## src/rtl/bdt_pkg.sv

```systemverilog
// ----------------------------------------------------------------------------
// bdt_pkg
// Shared types and constants for the bracket depth tracker.
// ----------------------------------------------------------------------------
package bdt_pkg;

	localparam int DepthBits  = 12;
	localparam int UnitBits   = 4;
	localparam int IndentBits = 17;
	localparam int QueueDepth = 2;
	localparam int QueuePtrW  = (QueueDepth > 1) ? $clog2(QueueDepth) : 1;
	localparam int QueueCntW  = $clog2(QueueDepth + 1);

	// product of the positive depth sum and the indent unit
	localparam int ProdBits = DepthBits + 1 + UnitBits;
	localparam int CmpBits  = (ProdBits > IndentBits) ? ProdBits : IndentBits;
	localparam logic [CmpBits-1:0] IndentMax = CmpBits'((64'd1 << IndentBits) - 64'd1);

	localparam logic [UnitBits-1:0] IndentUnitReset = UnitBits'(2);

	typedef logic signed [DepthBits-1:0] depth_t;
	typedef logic signed [DepthBits+1:0] depth_sum_t;
	typedef logic [UnitBits-1:0]         unit_t;
	typedef logic [IndentBits-1:0]       indent_t;

	localparam depth_t DepthMax = {1'b0, {(DepthBits-1){1'b1}}};
	localparam depth_t DepthMin = {1'b1, {(DepthBits-1){1'b0}}};

	// characters that mean something to the tracker
	localparam logic [7:0] ChParenOpen   = 8'h28;
	localparam logic [7:0] ChParenClose  = 8'h29;
	localparam logic [7:0] ChBracketOpen = 8'h5B;
	localparam logic [7:0] ChBracketClose= 8'h5D;
	localparam logic [7:0] ChBraceOpen   = 8'h7B;
	localparam logic [7:0] ChBraceClose  = 8'h7D;
	localparam logic [7:0] ChDquote      = 8'h22;
	localparam logic [7:0] ChSquote      = 8'h27;
	localparam logic [7:0] ChBackslash   = 8'h5C;
	localparam logic [7:0] ChSemicolon   = 8'h3B;
	localparam logic [7:0] ChHash        = 8'h23;
	localparam logic [7:0] ChNewline     = 8'h0A;

	typedef enum logic [3:0] {
		TK_OTHER,
		TK_PAREN_OPEN,
		TK_PAREN_CLOSE,
		TK_BRACKET_OPEN,
		TK_BRACKET_CLOSE,
		TK_BRACE_OPEN,
		TK_BRACE_CLOSE,
		TK_DQUOTE,
		TK_SQUOTE,
		TK_BACKSLASH,
		TK_COMMENT,
		TK_NEWLINE
	} tok_kind_t;

	typedef struct packed {
		logic      first;
		tok_kind_t kind;
	} token_t;

endpackage

```

## src/rtl/bdt_front.sv

```systemverilog
// ----------------------------------------------------------------------------
// bdt_front
// Input side: takes text beats and reduces each byte to a token kind.
// ----------------------------------------------------------------------------
module bdt_front (
	input  logic              in_valid,
	output logic              in_ready,
	input  logic [7:0]        ch,
	input  logic              first,
	output logic              push_valid,
	input  logic              push_ready,
	output bdt_pkg::token_t   push_tok
);

	bdt_pkg::tok_kind_t kind;

	always_comb begin
		unique case (ch) inside
			bdt_pkg::ChParenOpen:    kind = bdt_pkg::TK_PAREN_OPEN;
			bdt_pkg::ChParenClose:   kind = bdt_pkg::TK_PAREN_CLOSE;
			bdt_pkg::ChBracketOpen:  kind = bdt_pkg::TK_BRACKET_OPEN;
			bdt_pkg::ChBracketClose: kind = bdt_pkg::TK_BRACKET_CLOSE;
			bdt_pkg::ChBraceOpen:    kind = bdt_pkg::TK_BRACE_OPEN;
			bdt_pkg::ChBraceClose:   kind = bdt_pkg::TK_BRACE_CLOSE;
			bdt_pkg::ChDquote:       kind = bdt_pkg::TK_DQUOTE;
			bdt_pkg::ChSquote:       kind = bdt_pkg::TK_SQUOTE;
			bdt_pkg::ChBackslash:    kind = bdt_pkg::TK_BACKSLASH;
			bdt_pkg::ChSemicolon,
			bdt_pkg::ChHash:         kind = bdt_pkg::TK_COMMENT;
			bdt_pkg::ChNewline:      kind = bdt_pkg::TK_NEWLINE;
			default:                 kind = bdt_pkg::TK_OTHER;
		endcase
	end

	assign push_tok.first = first;
	assign push_tok.kind  = kind;
	assign push_valid     = in_valid;
	assign in_ready       = push_ready;

endmodule

```

## src/rtl/bdt_queue.sv

```systemverilog
// ----------------------------------------------------------------------------
// bdt_queue
// Short token queue between front and back.
// ----------------------------------------------------------------------------
module bdt_queue (
	input  logic            clk,
	input  logic            arst_n,
	input  logic            push_valid,
	output logic            push_ready,
	input  bdt_pkg::token_t push_tok,
	output logic            pop_valid,
	input  logic            pop_ready,
	output bdt_pkg::token_t pop_tok
);

	bdt_pkg::token_t                  mem_q [bdt_pkg::QueueDepth];
	logic [bdt_pkg::QueuePtrW-1:0]    wr_ptr_q;
	logic [bdt_pkg::QueuePtrW-1:0]    rd_ptr_q;
	logic [bdt_pkg::QueueCntW-1:0]    count_q;
	logic                             push;
	logic                             pop;

	assign push_ready = (count_q != bdt_pkg::QueueCntW'(bdt_pkg::QueueDepth));
	assign pop_valid  = (count_q != '0);
	assign push       = push_valid && push_ready;
	assign pop        = pop_valid && pop_ready;
	assign pop_tok    = mem_q[rd_ptr_q];

	function automatic logic [bdt_pkg::QueuePtrW-1:0] ptr_inc(
		input logic [bdt_pkg::QueuePtrW-1:0] p
	);
		if (p == bdt_pkg::QueuePtrW'(bdt_pkg::QueueDepth - 1))
			return '0;
		return p + 1'b1;
	endfunction

	always_ff @(posedge clk) begin
		if (push)
			mem_q[wr_ptr_q] <= push_tok;
	end

	always_ff @(posedge clk or negedge arst_n) begin
		if (!arst_n) begin
			wr_ptr_q <= '0;
			rd_ptr_q <= '0;
			count_q  <= '0;
		end else begin
			if (push)
				wr_ptr_q <= ptr_inc(wr_ptr_q);
			if (pop)
				rd_ptr_q <= ptr_inc(rd_ptr_q);
			if (push && !pop)
				count_q <= count_q + 1'b1;
			else if (pop && !push)
				count_q <= count_q - 1'b1;
		end
	end

endmodule

```

## src/rtl/bdt_back.sv

```systemverilog
// ----------------------------------------------------------------------------
// bdt_back
// Execution side: string/comment/depth state, indent and the result register.
// ----------------------------------------------------------------------------
module bdt_back (
	input  logic                  clk,
	input  logic                  arst_n,
	input  logic                  cfg_we,
	input  bdt_pkg::unit_t        cfg_wdata,
	input  logic                  pop_valid,
	output logic                  pop_ready,
	input  bdt_pkg::token_t       pop_tok,
	output logic                  out_valid,
	input  logic                  out_ready,
	output bdt_pkg::depth_t       paren_depth,
	output bdt_pkg::depth_t       bracket_depth,
	output bdt_pkg::depth_t       brace_depth,
	output logic                  in_string,
	output logic                  balanced,
	output bdt_pkg::indent_t      indent
);

	bdt_pkg::unit_t   indent_unit_q;
	bdt_pkg::depth_t  paren_q, bracket_q, brace_q;
	logic             string_q, dquote_q, escape_q, comment_q;

	bdt_pkg::depth_t  paren_b, bracket_b, brace_b;
	logic             string_b, dquote_b, escape_b, comment_b;
	bdt_pkg::depth_t  paren_n, bracket_n, brace_n;
	logic             string_n, dquote_n, escape_n, comment_n;

	bdt_pkg::depth_sum_t          sum;
	logic [bdt_pkg::ProdBits-1:0] prod;
	logic [bdt_pkg::CmpBits-1:0]  prod_ext;
	bdt_pkg::indent_t             indent_n;

	logic             out_valid_q;
	bdt_pkg::depth_t  paren_out_q, bracket_out_q, brace_out_q;
	logic             string_out_q, balanced_out_q;
	bdt_pkg::indent_t indent_out_q;
	logic             pop;

	assign pop_ready = !out_valid_q || out_ready;
	assign pop       = pop_valid && pop_ready;

	// a first beat starts from cleared state
	always_comb begin
		if (pop_tok.first) begin
			paren_b   = '0;
			bracket_b = '0;
			brace_b   = '0;
			string_b  = 1'b0;
			dquote_b  = 1'b0;
			escape_b  = 1'b0;
			comment_b = 1'b0;
		end else begin
			paren_b   = paren_q;
			bracket_b = bracket_q;
			brace_b   = brace_q;
			string_b  = string_q;
			dquote_b  = dquote_q;
			escape_b  = escape_q;
			comment_b = comment_q;
		end
	end

	always_comb begin
		paren_n   = paren_b;
		bracket_n = bracket_b;
		brace_n   = brace_b;
		string_n  = string_b;
		dquote_n  = dquote_b;
		escape_n  = escape_b;
		comment_n = comment_b;
		if (comment_b) begin
			if (pop_tok.kind == bdt_pkg::TK_NEWLINE)
				comment_n = 1'b0;
		end else if (string_b) begin
			if (escape_b)
				escape_n = 1'b0;
			else if (pop_tok.kind == bdt_pkg::TK_BACKSLASH)
				escape_n = 1'b1;
			else if ((dquote_b && pop_tok.kind == bdt_pkg::TK_DQUOTE) ||
					(!dquote_b && pop_tok.kind == bdt_pkg::TK_SQUOTE))
				string_n = 1'b0;
		end else begin
			unique case (pop_tok.kind)
				bdt_pkg::TK_DQUOTE: begin
					string_n = 1'b1;
					dquote_n = 1'b1;
				end
				bdt_pkg::TK_SQUOTE: begin
					string_n = 1'b1;
					dquote_n = 1'b0;
				end
				bdt_pkg::TK_COMMENT: comment_n = 1'b1;
				bdt_pkg::TK_PAREN_OPEN:
					if (paren_b != bdt_pkg::DepthMax) paren_n = paren_b + 1'b1;
				bdt_pkg::TK_PAREN_CLOSE:
					if (paren_b != bdt_pkg::DepthMin) paren_n = paren_b - 1'b1;
				bdt_pkg::TK_BRACKET_OPEN:
					if (bracket_b != bdt_pkg::DepthMax) bracket_n = bracket_b + 1'b1;
				bdt_pkg::TK_BRACKET_CLOSE:
					if (bracket_b != bdt_pkg::DepthMin) bracket_n = bracket_b - 1'b1;
				bdt_pkg::TK_BRACE_OPEN:
					if (brace_b != bdt_pkg::DepthMax) brace_n = brace_b + 1'b1;
				bdt_pkg::TK_BRACE_CLOSE:
					if (brace_b != bdt_pkg::DepthMin) brace_n = brace_b - 1'b1;
				default: ;
			endcase
		end
	end

	// indent = positive depth sum times unit, clipped to the output range
	always_comb begin
		sum = bdt_pkg::depth_sum_t'(paren_n) + bdt_pkg::depth_sum_t'(bracket_n)
			+ bdt_pkg::depth_sum_t'(brace_n);
		prod = bdt_pkg::ProdBits'(sum[bdt_pkg::DepthBits:0])
			* bdt_pkg::ProdBits'(indent_unit_q);
		prod_ext = bdt_pkg::CmpBits'(prod);
		if (sum <= 0)
			indent_n = '0;
		else if (prod_ext > bdt_pkg::IndentMax)
			indent_n = bdt_pkg::IndentBits'(bdt_pkg::IndentMax);
		else
			indent_n = bdt_pkg::IndentBits'(prod_ext);
	end

	always_ff @(posedge clk or negedge arst_n) begin
		if (!arst_n) begin
			indent_unit_q <= bdt_pkg::IndentUnitReset;
			paren_q       <= '0;
			bracket_q     <= '0;
			brace_q       <= '0;
			string_q      <= 1'b0;
			dquote_q      <= 1'b0;
			escape_q      <= 1'b0;
			comment_q     <= 1'b0;
			out_valid_q   <= 1'b0;
		end else begin
			if (cfg_we)
				indent_unit_q <= cfg_wdata;
			if (pop) begin
				paren_q     <= paren_n;
				bracket_q   <= bracket_n;
				brace_q     <= brace_n;
				string_q    <= string_n;
				dquote_q    <= dquote_n;
				escape_q    <= escape_n;
				comment_q   <= comment_n;
				out_valid_q <= 1'b1;
			end else if (out_ready) begin
				out_valid_q <= 1'b0;
			end
		end
	end

	always_ff @(posedge clk) begin
		if (pop) begin
			paren_out_q    <= paren_n;
			bracket_out_q  <= bracket_n;
			brace_out_q    <= brace_n;
			string_out_q   <= string_n;
			balanced_out_q <= (paren_n == '0) && (bracket_n == '0) && (brace_n == '0)
				&& !string_n;
			indent_out_q   <= indent_n;
		end
	end

	assign out_valid     = out_valid_q;
	assign paren_depth   = paren_out_q;
	assign bracket_depth = bracket_out_q;
	assign brace_depth   = brace_out_q;
	assign in_string     = string_out_q;
	assign balanced      = balanced_out_q;
	assign indent        = indent_out_q;

	// a first beat leaves every depth within one of zero
	a_first_clears: assert property (@(posedge clk) disable iff (!arst_n)
		pop && pop_tok.first |=>
			(paren_q == 1 || paren_q == 0 || paren_q == -1) &&
			(bracket_q == 1 || bracket_q == 0 || bracket_q == -1) &&
			(brace_q == 1 || brace_q == 0 || brace_q == -1))
		else $error("depth not near zero after first beat");

	// inside a comment the depths do not move
	a_comment_hold: assert property (@(posedge clk) disable iff (!arst_n)
		pop && comment_q && !pop_tok.first |=>
			$stable(paren_q) && $stable(bracket_q) && $stable(brace_q) && !string_q)
		else $error("depth changed inside comment");

	// one beat moves at most one counter
	a_one_counter: assert property (@(posedge clk) disable iff (!arst_n)
		pop && !pop_tok.first |=>
			$countones({paren_q != $past(paren_q), bracket_q != $past(bracket_q),
				brace_q != $past(brace_q)}) <= 1)
		else $error("more than one depth counter moved");

	// the result register only loads from a popped token
	a_out_from_pop: assert property (@(posedge clk) disable iff (!arst_n)
		$rose(out_valid_q) |-> $past(pop))
		else $error("result appeared without a token");

endmodule

```

## src/rtl/bracket_depth_tracker_core.sv

```systemverilog
// ----------------------------------------------------------------------------
// bracket_depth_tracker_core
// Streaming bracket balance tracker for source text, one byte per beat.
// Each beat is registered in the token queue, then its result in the back's
// result register. Throughput: one beat per cycle while results are taken;
// the depth/flag update is combinational on the registered state.
// A stalled result lets two more beats into the queue before in_ready drops.
// Reset clears all tracking state and sets indent_unit to 2; first clears
// the tracking state (not indent_unit) before its byte is applied.
// ----------------------------------------------------------------------------
module bracket_depth_tracker_core (
	input  logic                     clk,
	input  logic                     arst_n,
	// configuration: indent columns per open level
	input  logic                     cfg_we,
	input  bdt_pkg::unit_t           cfg_wdata,
	// text input channel
	input  logic                     in_valid,
	output logic                     in_ready,
	input  logic [7:0]               ch,
	input  logic                     first,
	// result channel
	output logic                     out_valid,
	input  logic                     out_ready,
	output bdt_pkg::depth_t          paren_depth,
	output bdt_pkg::depth_t          bracket_depth,
	output bdt_pkg::depth_t          brace_depth,
	output logic                     in_string,
	output logic                     balanced,
	output bdt_pkg::indent_t         indent
);

	// Front classifies each byte into a token; the two-entry queue lets the
	// input keep taking beats while a result waits at the output.
	logic            push_valid;
	logic            push_ready;
	bdt_pkg::token_t push_tok;
	logic            pop_valid;
	logic            pop_ready;
	bdt_pkg::token_t pop_tok;

	bdt_front u_front (
		.in_valid   (in_valid),
		.in_ready   (in_ready),
		.ch         (ch),
		.first      (first),
		.push_valid (push_valid),
		.push_ready (push_ready),
		.push_tok   (push_tok)
	);

	bdt_queue u_queue (
		.clk        (clk),
		.arst_n     (arst_n),
		.push_valid (push_valid),
		.push_ready (push_ready),
		.push_tok   (push_tok),
		.pop_valid  (pop_valid),
		.pop_ready  (pop_ready),
		.pop_tok    (pop_tok)
	);

	// Back owns the string/escape/comment flags and saturating counters, and
	// registers each result beat (indent is computed from the updated depths).
	bdt_back u_back (
		.clk           (clk),
		.arst_n        (arst_n),
		.cfg_we        (cfg_we),
		.cfg_wdata     (cfg_wdata),
		.pop_valid     (pop_valid),
		.pop_ready     (pop_ready),
		.pop_tok       (pop_tok),
		.out_valid     (out_valid),
		.out_ready     (out_ready),
		.paren_depth   (paren_depth),
		.bracket_depth (bracket_depth),
		.brace_depth   (brace_depth),
		.in_string     (in_string),
		.balanced      (balanced),
		.indent        (indent)
	);

endmodule
```

## config.mk

```make
export PLATFORM = sky130hd
export DESIGN_NAME = bracket_depth_tracker_core
export DESIGN_NICKNAME = d
export VERILOG_FILES = /design/src/rtl/bdt_pkg.sv /design/src/rtl/bdt_front.sv /design/src/rtl/bdt_queue.sv /design/src/rtl/bdt_back.sv /design/src/rtl/bracket_depth_tracker_core.sv
export SDC_FILE = /design/constraint.sdc
export NUM_CORES = 1
export LEC_CHECK = 0
export BUFFER_PORTS_ARGS = -buffer_cell sky130_fd_sc_hd__buf_2
export CELL_PAD_IN_SITES_DETAIL_PLACEMENT = 0
export CELL_PAD_IN_SITES_GLOBAL_PLACEMENT = 1
export CORE_MARGIN = 1
export CORE_UTILIZATION = 43
export CTS_CLUSTER_SIZE = 25
export DETAILED_ROUTE_END_ITERATION = 10
export PLACE_DENSITY_LB_ADDON = 0.1
export SYNTH_ARGS = -nofsm -noshare
export SYNTH_HDL_FRONTEND = slang
export SYNTH_SLANG_ARGS = --single-unit
```

## constraint.sdc

```tcl
create_clock -name clk -period 7.81 [get_ports clk]
set_clock_uncertainty 0.2 [all_clocks]
set_input_delay 0.781 -clock clk [delete_from_list [all_inputs] [get_ports clk]]
set_output_delay 0.781 -clock clk [all_outputs]
set_load 0.02 [all_outputs]
```

==> impl_metrics.tcl, run 1 <==
set metrics [dict create \
    placement.setup.worst_slack_ps -160 \
    detailroute.via_count 9528 \
    worst_skew_pair.late_latency_ps 420 \
    initial_core_util 0.440 \
    vias_per_cell 5.58 \
    post-route-min-period_ps 7590 \
    cts_buffers 17 \
    num_rows 55 \
    netlist_top_cells_count "nand2_1 (135), inv_1 (130), nor2_1 (86)" \
    crit_required_ps 7790 \
    gp_routability_congestion 0.943 \
    wl_per_cell_um 18.1 \
    yosys_register_bits 114 \
    finish.utilization 0.576 \
    tns_ps 0 \
    grt_setup_unrepaired "yes" \
    layout_cell_share_with_drive_strength_beyond_1 0.306 \
    worst_slew_margin_rel 0.338 \
    flow.area_growth_from_synthesis_pct 31.0 \
    worstSetupEndpointType "flop" \
    yosysSeqAreaShare 0.317 \
    critical_path_depth 34 \
    synth.yosys.warnings 0 \
    ys_types 93 \
    critPathArrivalTime_ps 7570 \
    finalHoldViolations 0 \
    achievable-frequency_mhz 132 \
    cts_max_path_buffers 2 \
    nets 1486 \
    dieWidth_um 155 \
    run_status "finished clean" \
    pin_count 75 \
    synth_top_area_cell "edfxtp_1" \
    wirelength_um 30900 \
    floorplan.die_area_mm2 0.0239 \
    number_of_cell_instances_on_the_worst_register_to_register_path 34 \
    cts.clk_slew.worst_paths_ps 60 \
    finalMaxSlewViolations 0 \
    share_of_flip_flops_with_an_asynchronous_set_or_reset 0.430 \
    grt_total_ovfl 0 \
    slowest_delay_ps 500 \
    antenna_found_initial 0 \
    remaining_drc_errors 0 \
    diodes 0 \
    initialDrtViolationCount 778 \
    clock_tree_from_tritoncts "yes" \
    die-height_um 155 \
    rrSetupSlack_ps 220 \
    syn-cell-area_mm2 0.0100 \
    grt_start_max_net_pins 75 \
    critPathTopFamily "adder cells" \
    grt_pass1_wl_um 48600 \
    hpwl_um 22600 \
    layout.cell_area.non_filler_mm2 0.0131 \
    postSynth.topFlopCell "edfxtp_1" \
    yosys.cell_count.top_type "nand2_1" \
    drt.antenna.violating_nets 0 \
    clock-sinks 114 \
    regToRegEndpoint "u_back.indent[15]$_SDFFCE_PP0P_" \
    synthCells 1183 \
    cap_viol_max_count 0 \
    synth_largest_type_area_fraction 0.195 \
    worst_r2r_startpoint "u_queue.rd_ptr_q$_DFFE_PN0P_" \
    buffer_ports.inserted 74 \
    timing_worst_slew_pin_value_ps 994 \
    first_global_vias 8878 \
    detailed_place.area_mm2 0.0117 \
    coreArea_mm2 0.0228 \
    mappedNetlistNets 1289 \
    cts-htree-levels 4 \
    grt_usage 0.264 \
    cp.buffers_inverters 9 \
    timing.hold.worst.class "in -> async" \
    fin_ws_ps 221 \
    final_min_period_over_clock_period 0.972 \
    crit_path_start "u_queue.rd_ptr_q$_DFFE_PN0P_" \
    synth_area_leaders "edfxtp_1 (19%), dfrtp_1 (12%), fa_1 (7.8%)" \
    worst_setup_path_endpoint "u_back.indent[15]$_SDFFCE_PP0P_" \
    avgSynthCellArea_um2 8.47 \
    cp-start-kind "flop" \
    final-setup-viol-count 0 \
    synth-edff-count 65 \
    hold_buffers 0 \
    clockRootBuffer "clkbuf_16" \
    maximum_net_fanout_on_the_critical_path 5 \
    drtPass1Iterations 6 \
    critPathKind "reg -> reg" \
    crit_path_top_delay_cell "fa_1" \
]
cell type report:
class	instances	area (um^2)
Fill cell	2097	9650
Clock buffer	18	429
Tap cell	313	392
Timing Repair Buffer	246	1680
Sequential cell	114	3180
Multi-Input combinational cell	868	6790
Inverter	133	499
Clock inverter	14	155
registers in the layout, indices dropped and copies added, names as in the netlist, 2 cells and up:
| signal | cells |
|---|---|
| u_back.brace_depth | 12 |
| u_back.brace_q | 12 |
| u_back.bracket_depth | 12 |
| u_back.bracket_q | 12 |
| u_back.indent | 17 |
| u_back.indent_unit_q | 4 |
| u_back.paren_depth | 12 |
| u_back.paren_q | 12 |
| u_queue.count_q | 2 |
| u_queue.mem_q | 10 |
per-stage QoR:
stage / std cells / hold slack (ps)
6_report: 1706 / 296
2_1_floorplan: 1183 / 261
5_1_grt: 1706 / 315
4_1_cts: 1690 / 296
3_3_place_gp: 1650 / 277
3_5_place_dp: 1650 / 281
kinds of logic (layout without fill, tap and decap cells):
logic type	after synthesis	count (layout)	synth area share
AND/OR/NAND/NOR	454	454	0.235
AO/OA/AOI/OAI	274	274	0.180
buffers and inverters	202	411	0.0787
flip-flops	114	114	0.317
adder cells (fa/ha/maj)	88	88	0.139
XOR/XNOR	39	39	0.0355
multiplexers	12	13	0.0142
timing repair:
item | in CTS | in global routing
resized for setup | 9 | 137
setup buffers | 7 | 18
cloned | 1 | 0
pin swaps | 11 | 75
setup endpoints to repair | 4 | 6
cell usage in the layout (no fill, tap or decap), types with 11 or more instances in the layout:
master / netlist / final
a21oi_1: 52 / 49
and2_1: 34 / 28
and3_1: 19 / 18
buf_2: 9 / 74
buf_4: 3 / 166
clkbuf_16: 0 / 17
dfrtp_1: 48 / 47
edfxtp_1: 65 / 65
fa_1: 39 / 37
ha_1: 49 / 20
ha_4: 0 / 26
inv_1: 130 / 119
inv_2: 2 / 14
nand2_1: 135 / 131
nand3_1: 33 / 32
nand4_1: 13 / 13
nor2_1: 86 / 78
nor3_1: 30 / 24
o21ai_0: 82 / 69
o31ai_1: 12 / 11
xnor2_1: 24 / 20
xor2_1: 14 / 14
metal layers:
metal,global-route usage,share of wire
met5,0,0
met4,0.0585,0.011
met3,0.0345,0.061
met2,0.411,0.45
met1,0.388,0.48
worst min path at each step:
| stage | to | slack [ps] | cells after the start |
|---|---|---|---|
| global route | u_queue.wr_ptr_q$_DFFE_PN0P_ | 310 | 1 |
| floorplan | u_queue.wr_ptr_q$_DFFE_PN0P_ | 260 | 1 |
| finish | u_back.brace_q[4]$_DFFE_PN0P_ | 300 | 2 |
| global placement | u_queue.wr_ptr_q$_DFFE_PN0P_ | 280 | 1 |
| detailed placement | u_queue.wr_ptr_q$_DFFE_PN0P_ | 280 | 1 |
| CTS | u_queue.wr_ptr_q$_DFFE_PN0P_ | 300 | 1 |
Power of run 1 is left out: the tool's default activity adds up to more than one toggle a clock period on the data nets, which glitch-free logic cannot reach.
==> run 2: changes to the inputs <==
Settings changed: REMOVE_ABC_BUFFERS from default to 1.
==> impl_metrics.tcl, run 2 (synthesis results as in run 1) <==
set metrics [dict create \
    regToRegEndpoint "u_back.indent[15]$_SDFFCE_PP0P_" \
    final_min_period_over_clock_period 0.982 \
    die-height_um 155 \
    worstSetupEndpointType "flop" \
    wirelength_um 31300 \
    finalMaxSlewViolations 0 \
    drtPass1Iterations 7 \
    num_rows 55 \
    remaining_drc_errors 0 \
    coreArea_mm2 0.0228 \
    m1WireLength_um 15200 \
    initial_core_util 0.440 \
    layout.cells.most_common "buf_4" \
    flow.area_growth_from_synthesis_pct 30.0 \
    dieWidth_um 155 \
    floorplan.die_area_mm2 0.0239 \
    antenna_found_initial 0 \
    number_of_cell_instances_on_the_worst_register_to_register_path 33 \
    drt.antenna.violating_nets 0 \
    buffer_ports.inserted 74 \
    place.detailed.instances 1679 \
    finalHoldViolations 0 \
    worst_slew_margin_rel 0.386 \
    wl_met2_um 13900 \
    clock-sinks 114 \
    cts_max_path_buffers 2 \
    slowest_delay_ps 540 \
    grt_usage 0.267 \
    achievable-frequency_mhz 130 \
    tns_ps 0 \
    highest-signal-layer "met4" \
    post-route-min-period_ps 7670 \
    cts-htree-levels 4 \
    cp-start-kind "flop" \
    final-setup-viol-count 0 \
    largest_register_ffs 17 \
    grt_setup_unrepaired "yes" \
    initialDrtViolationCount 744 \
    layout.cells.non_filler 1725 \
    first_global_vias 9063 \
    layout_cell_share_with_drive_strength_beyond_1 0.291 \
    clockRootBuffer "clkbuf_16" \
    diodes 0 \
    critPathKind "reg -> reg" \
    crit_required_ps 7880 \
    cts.clk_slew.worst_paths_ps 70 \
    worst_skew_pair.late_latency_ps 420 \
    crit_path_top_delay_cell "fa_1" \
    wl_per_cell_um 18.2 \
    critPathArrivalTime_ps 7750 \
    pin_count 75 \
    detailroute.via_count 9599 \
    hpwl_um 23400 \
    met3_wirelength_um 1730 \
    grt_start_max_net_pins 75 \
    cap_viol_max_count 0 \
    hold_buffers 0 \
    grt_pass1_wl_um 49600 \
    maximum_net_fanout_on_the_critical_path 6 \
    timing_worst_slew_pin_value_ps 921 \
    cts_buffers 17 \
    vias_per_cell 5.56 \
    grt_total_ovfl 0 \
    timing.hold.worst.class "in -> async" \
    rrSetupSlack_ps 140 \
    mostFrequentLayoutCells "buf_4 (187), nand2_1 (133), inv_1 (120)" \
    nets 1505 \
    gp_routability_congestion 0.951 \
    clock_tree_from_tritoncts "yes" \
    worst_r2r_startpoint "u_queue.rd_ptr_q$_DFFE_PN0P_" \
    run_status "finished clean" \
]
## run 2: cell count changes in the layout (fill, tap and decap cells not counted), sizes merged
cell,before,now
bufinv,2,3
inv,137,142
clkinv,3,2
buf,246,266
clkbuf,18,17
mux2i,8,7
clkinvlp,5,1
## run 2: layout make-up
type,instances,area [um^2]
multi-input cells,867,6510
fillers,2111,9750
clock inverters,15,194
repair buffers,266,1830
clock buffers,17,425
well taps,313,392
inverters,133,499
flip-flops and latches,114,3180
## run 2: worst max path at each step
stage                                  from                               to  slack (ps)  cells after the start
2_1_floorplan  u_queue.rd_ptr_q$_DFFE_PN0P_  u_back.indent[16]$_SDFFCE_PP0P_       -1010                     32
3_3_place_gp   u_queue.rd_ptr_q$_DFFE_PN0P_  u_back.indent[16]$_SDFFCE_PP0P_         -30                     33
3_5_place_dp   u_queue.rd_ptr_q$_DFFE_PN0P_  u_back.indent[15]$_SDFFCE_PP0P_        -130                     33
4_1_cts        u_queue.rd_ptr_q$_DFFE_PN0P_  u_back.indent[16]$_SDFFCE_PP0P_          10                     32
5_1_grt        u_queue.rd_ptr_q$_DFFE_PN0P_  u_back.indent[16]$_SDFFCE_PP0P_        -290                     35
6_report       u_queue.rd_ptr_q$_DFFE_PN0P_  u_back.indent[15]$_SDFFCE_PP0P_         140                     33
## run 2: routing by layer
| metal | track usage | up-vias |
|---|---|---|
| li1 | - | 4612 |
| met1 | 0.401 | 4616 |
| met2 | 0.405 | 336 |
| met3 | 0.0286 | 35 |
| met4 | 0.0750 | 0 |
| met5 | 0 | - |
## run 2: through the flow
stage           util  worst slack [ps]  hold slack, ps  instance area [um^2]
3_3_place_gp   0.520             -33.4             277                 11800
3_5_place_dp   0.520              -130             282                 11800
6_report       0.572               139             278                 13000
5_1_grt        0.572              -294             300                 13000
2_1_floorplan      -             -1010             261                  9730
4_1_cts        0.548              10.4             292                 12500
## run 2: timing repair
| item | CTS | global route |
|---|---|---|
| setup buffers | 1 | 14 |
| gates resized for setup | 6 | 95 |
| endpoints found under the setup margin | 3 | 7 |
| pin swaps | 1 | 57 |
## run 2: critical path, delay by kind of cell (launching register included)
| kind | cells | cell delay [ps] |
|---|---|---|
| XOR/XNOR | 1 | 100 |
| AO/OA/AOI/OAI | 10 | 2150 |
| flip-flops | 1 | 400 |
| AND/OR/NAND/NOR | 8 | 1560 |
| buffers and inverters | 7 | 630 |
| multiplexers | 1 | 410 |
| adder cells (fa/ha/maj) | 6 | 2060 |
Power of run 2 is left out for the same reason.
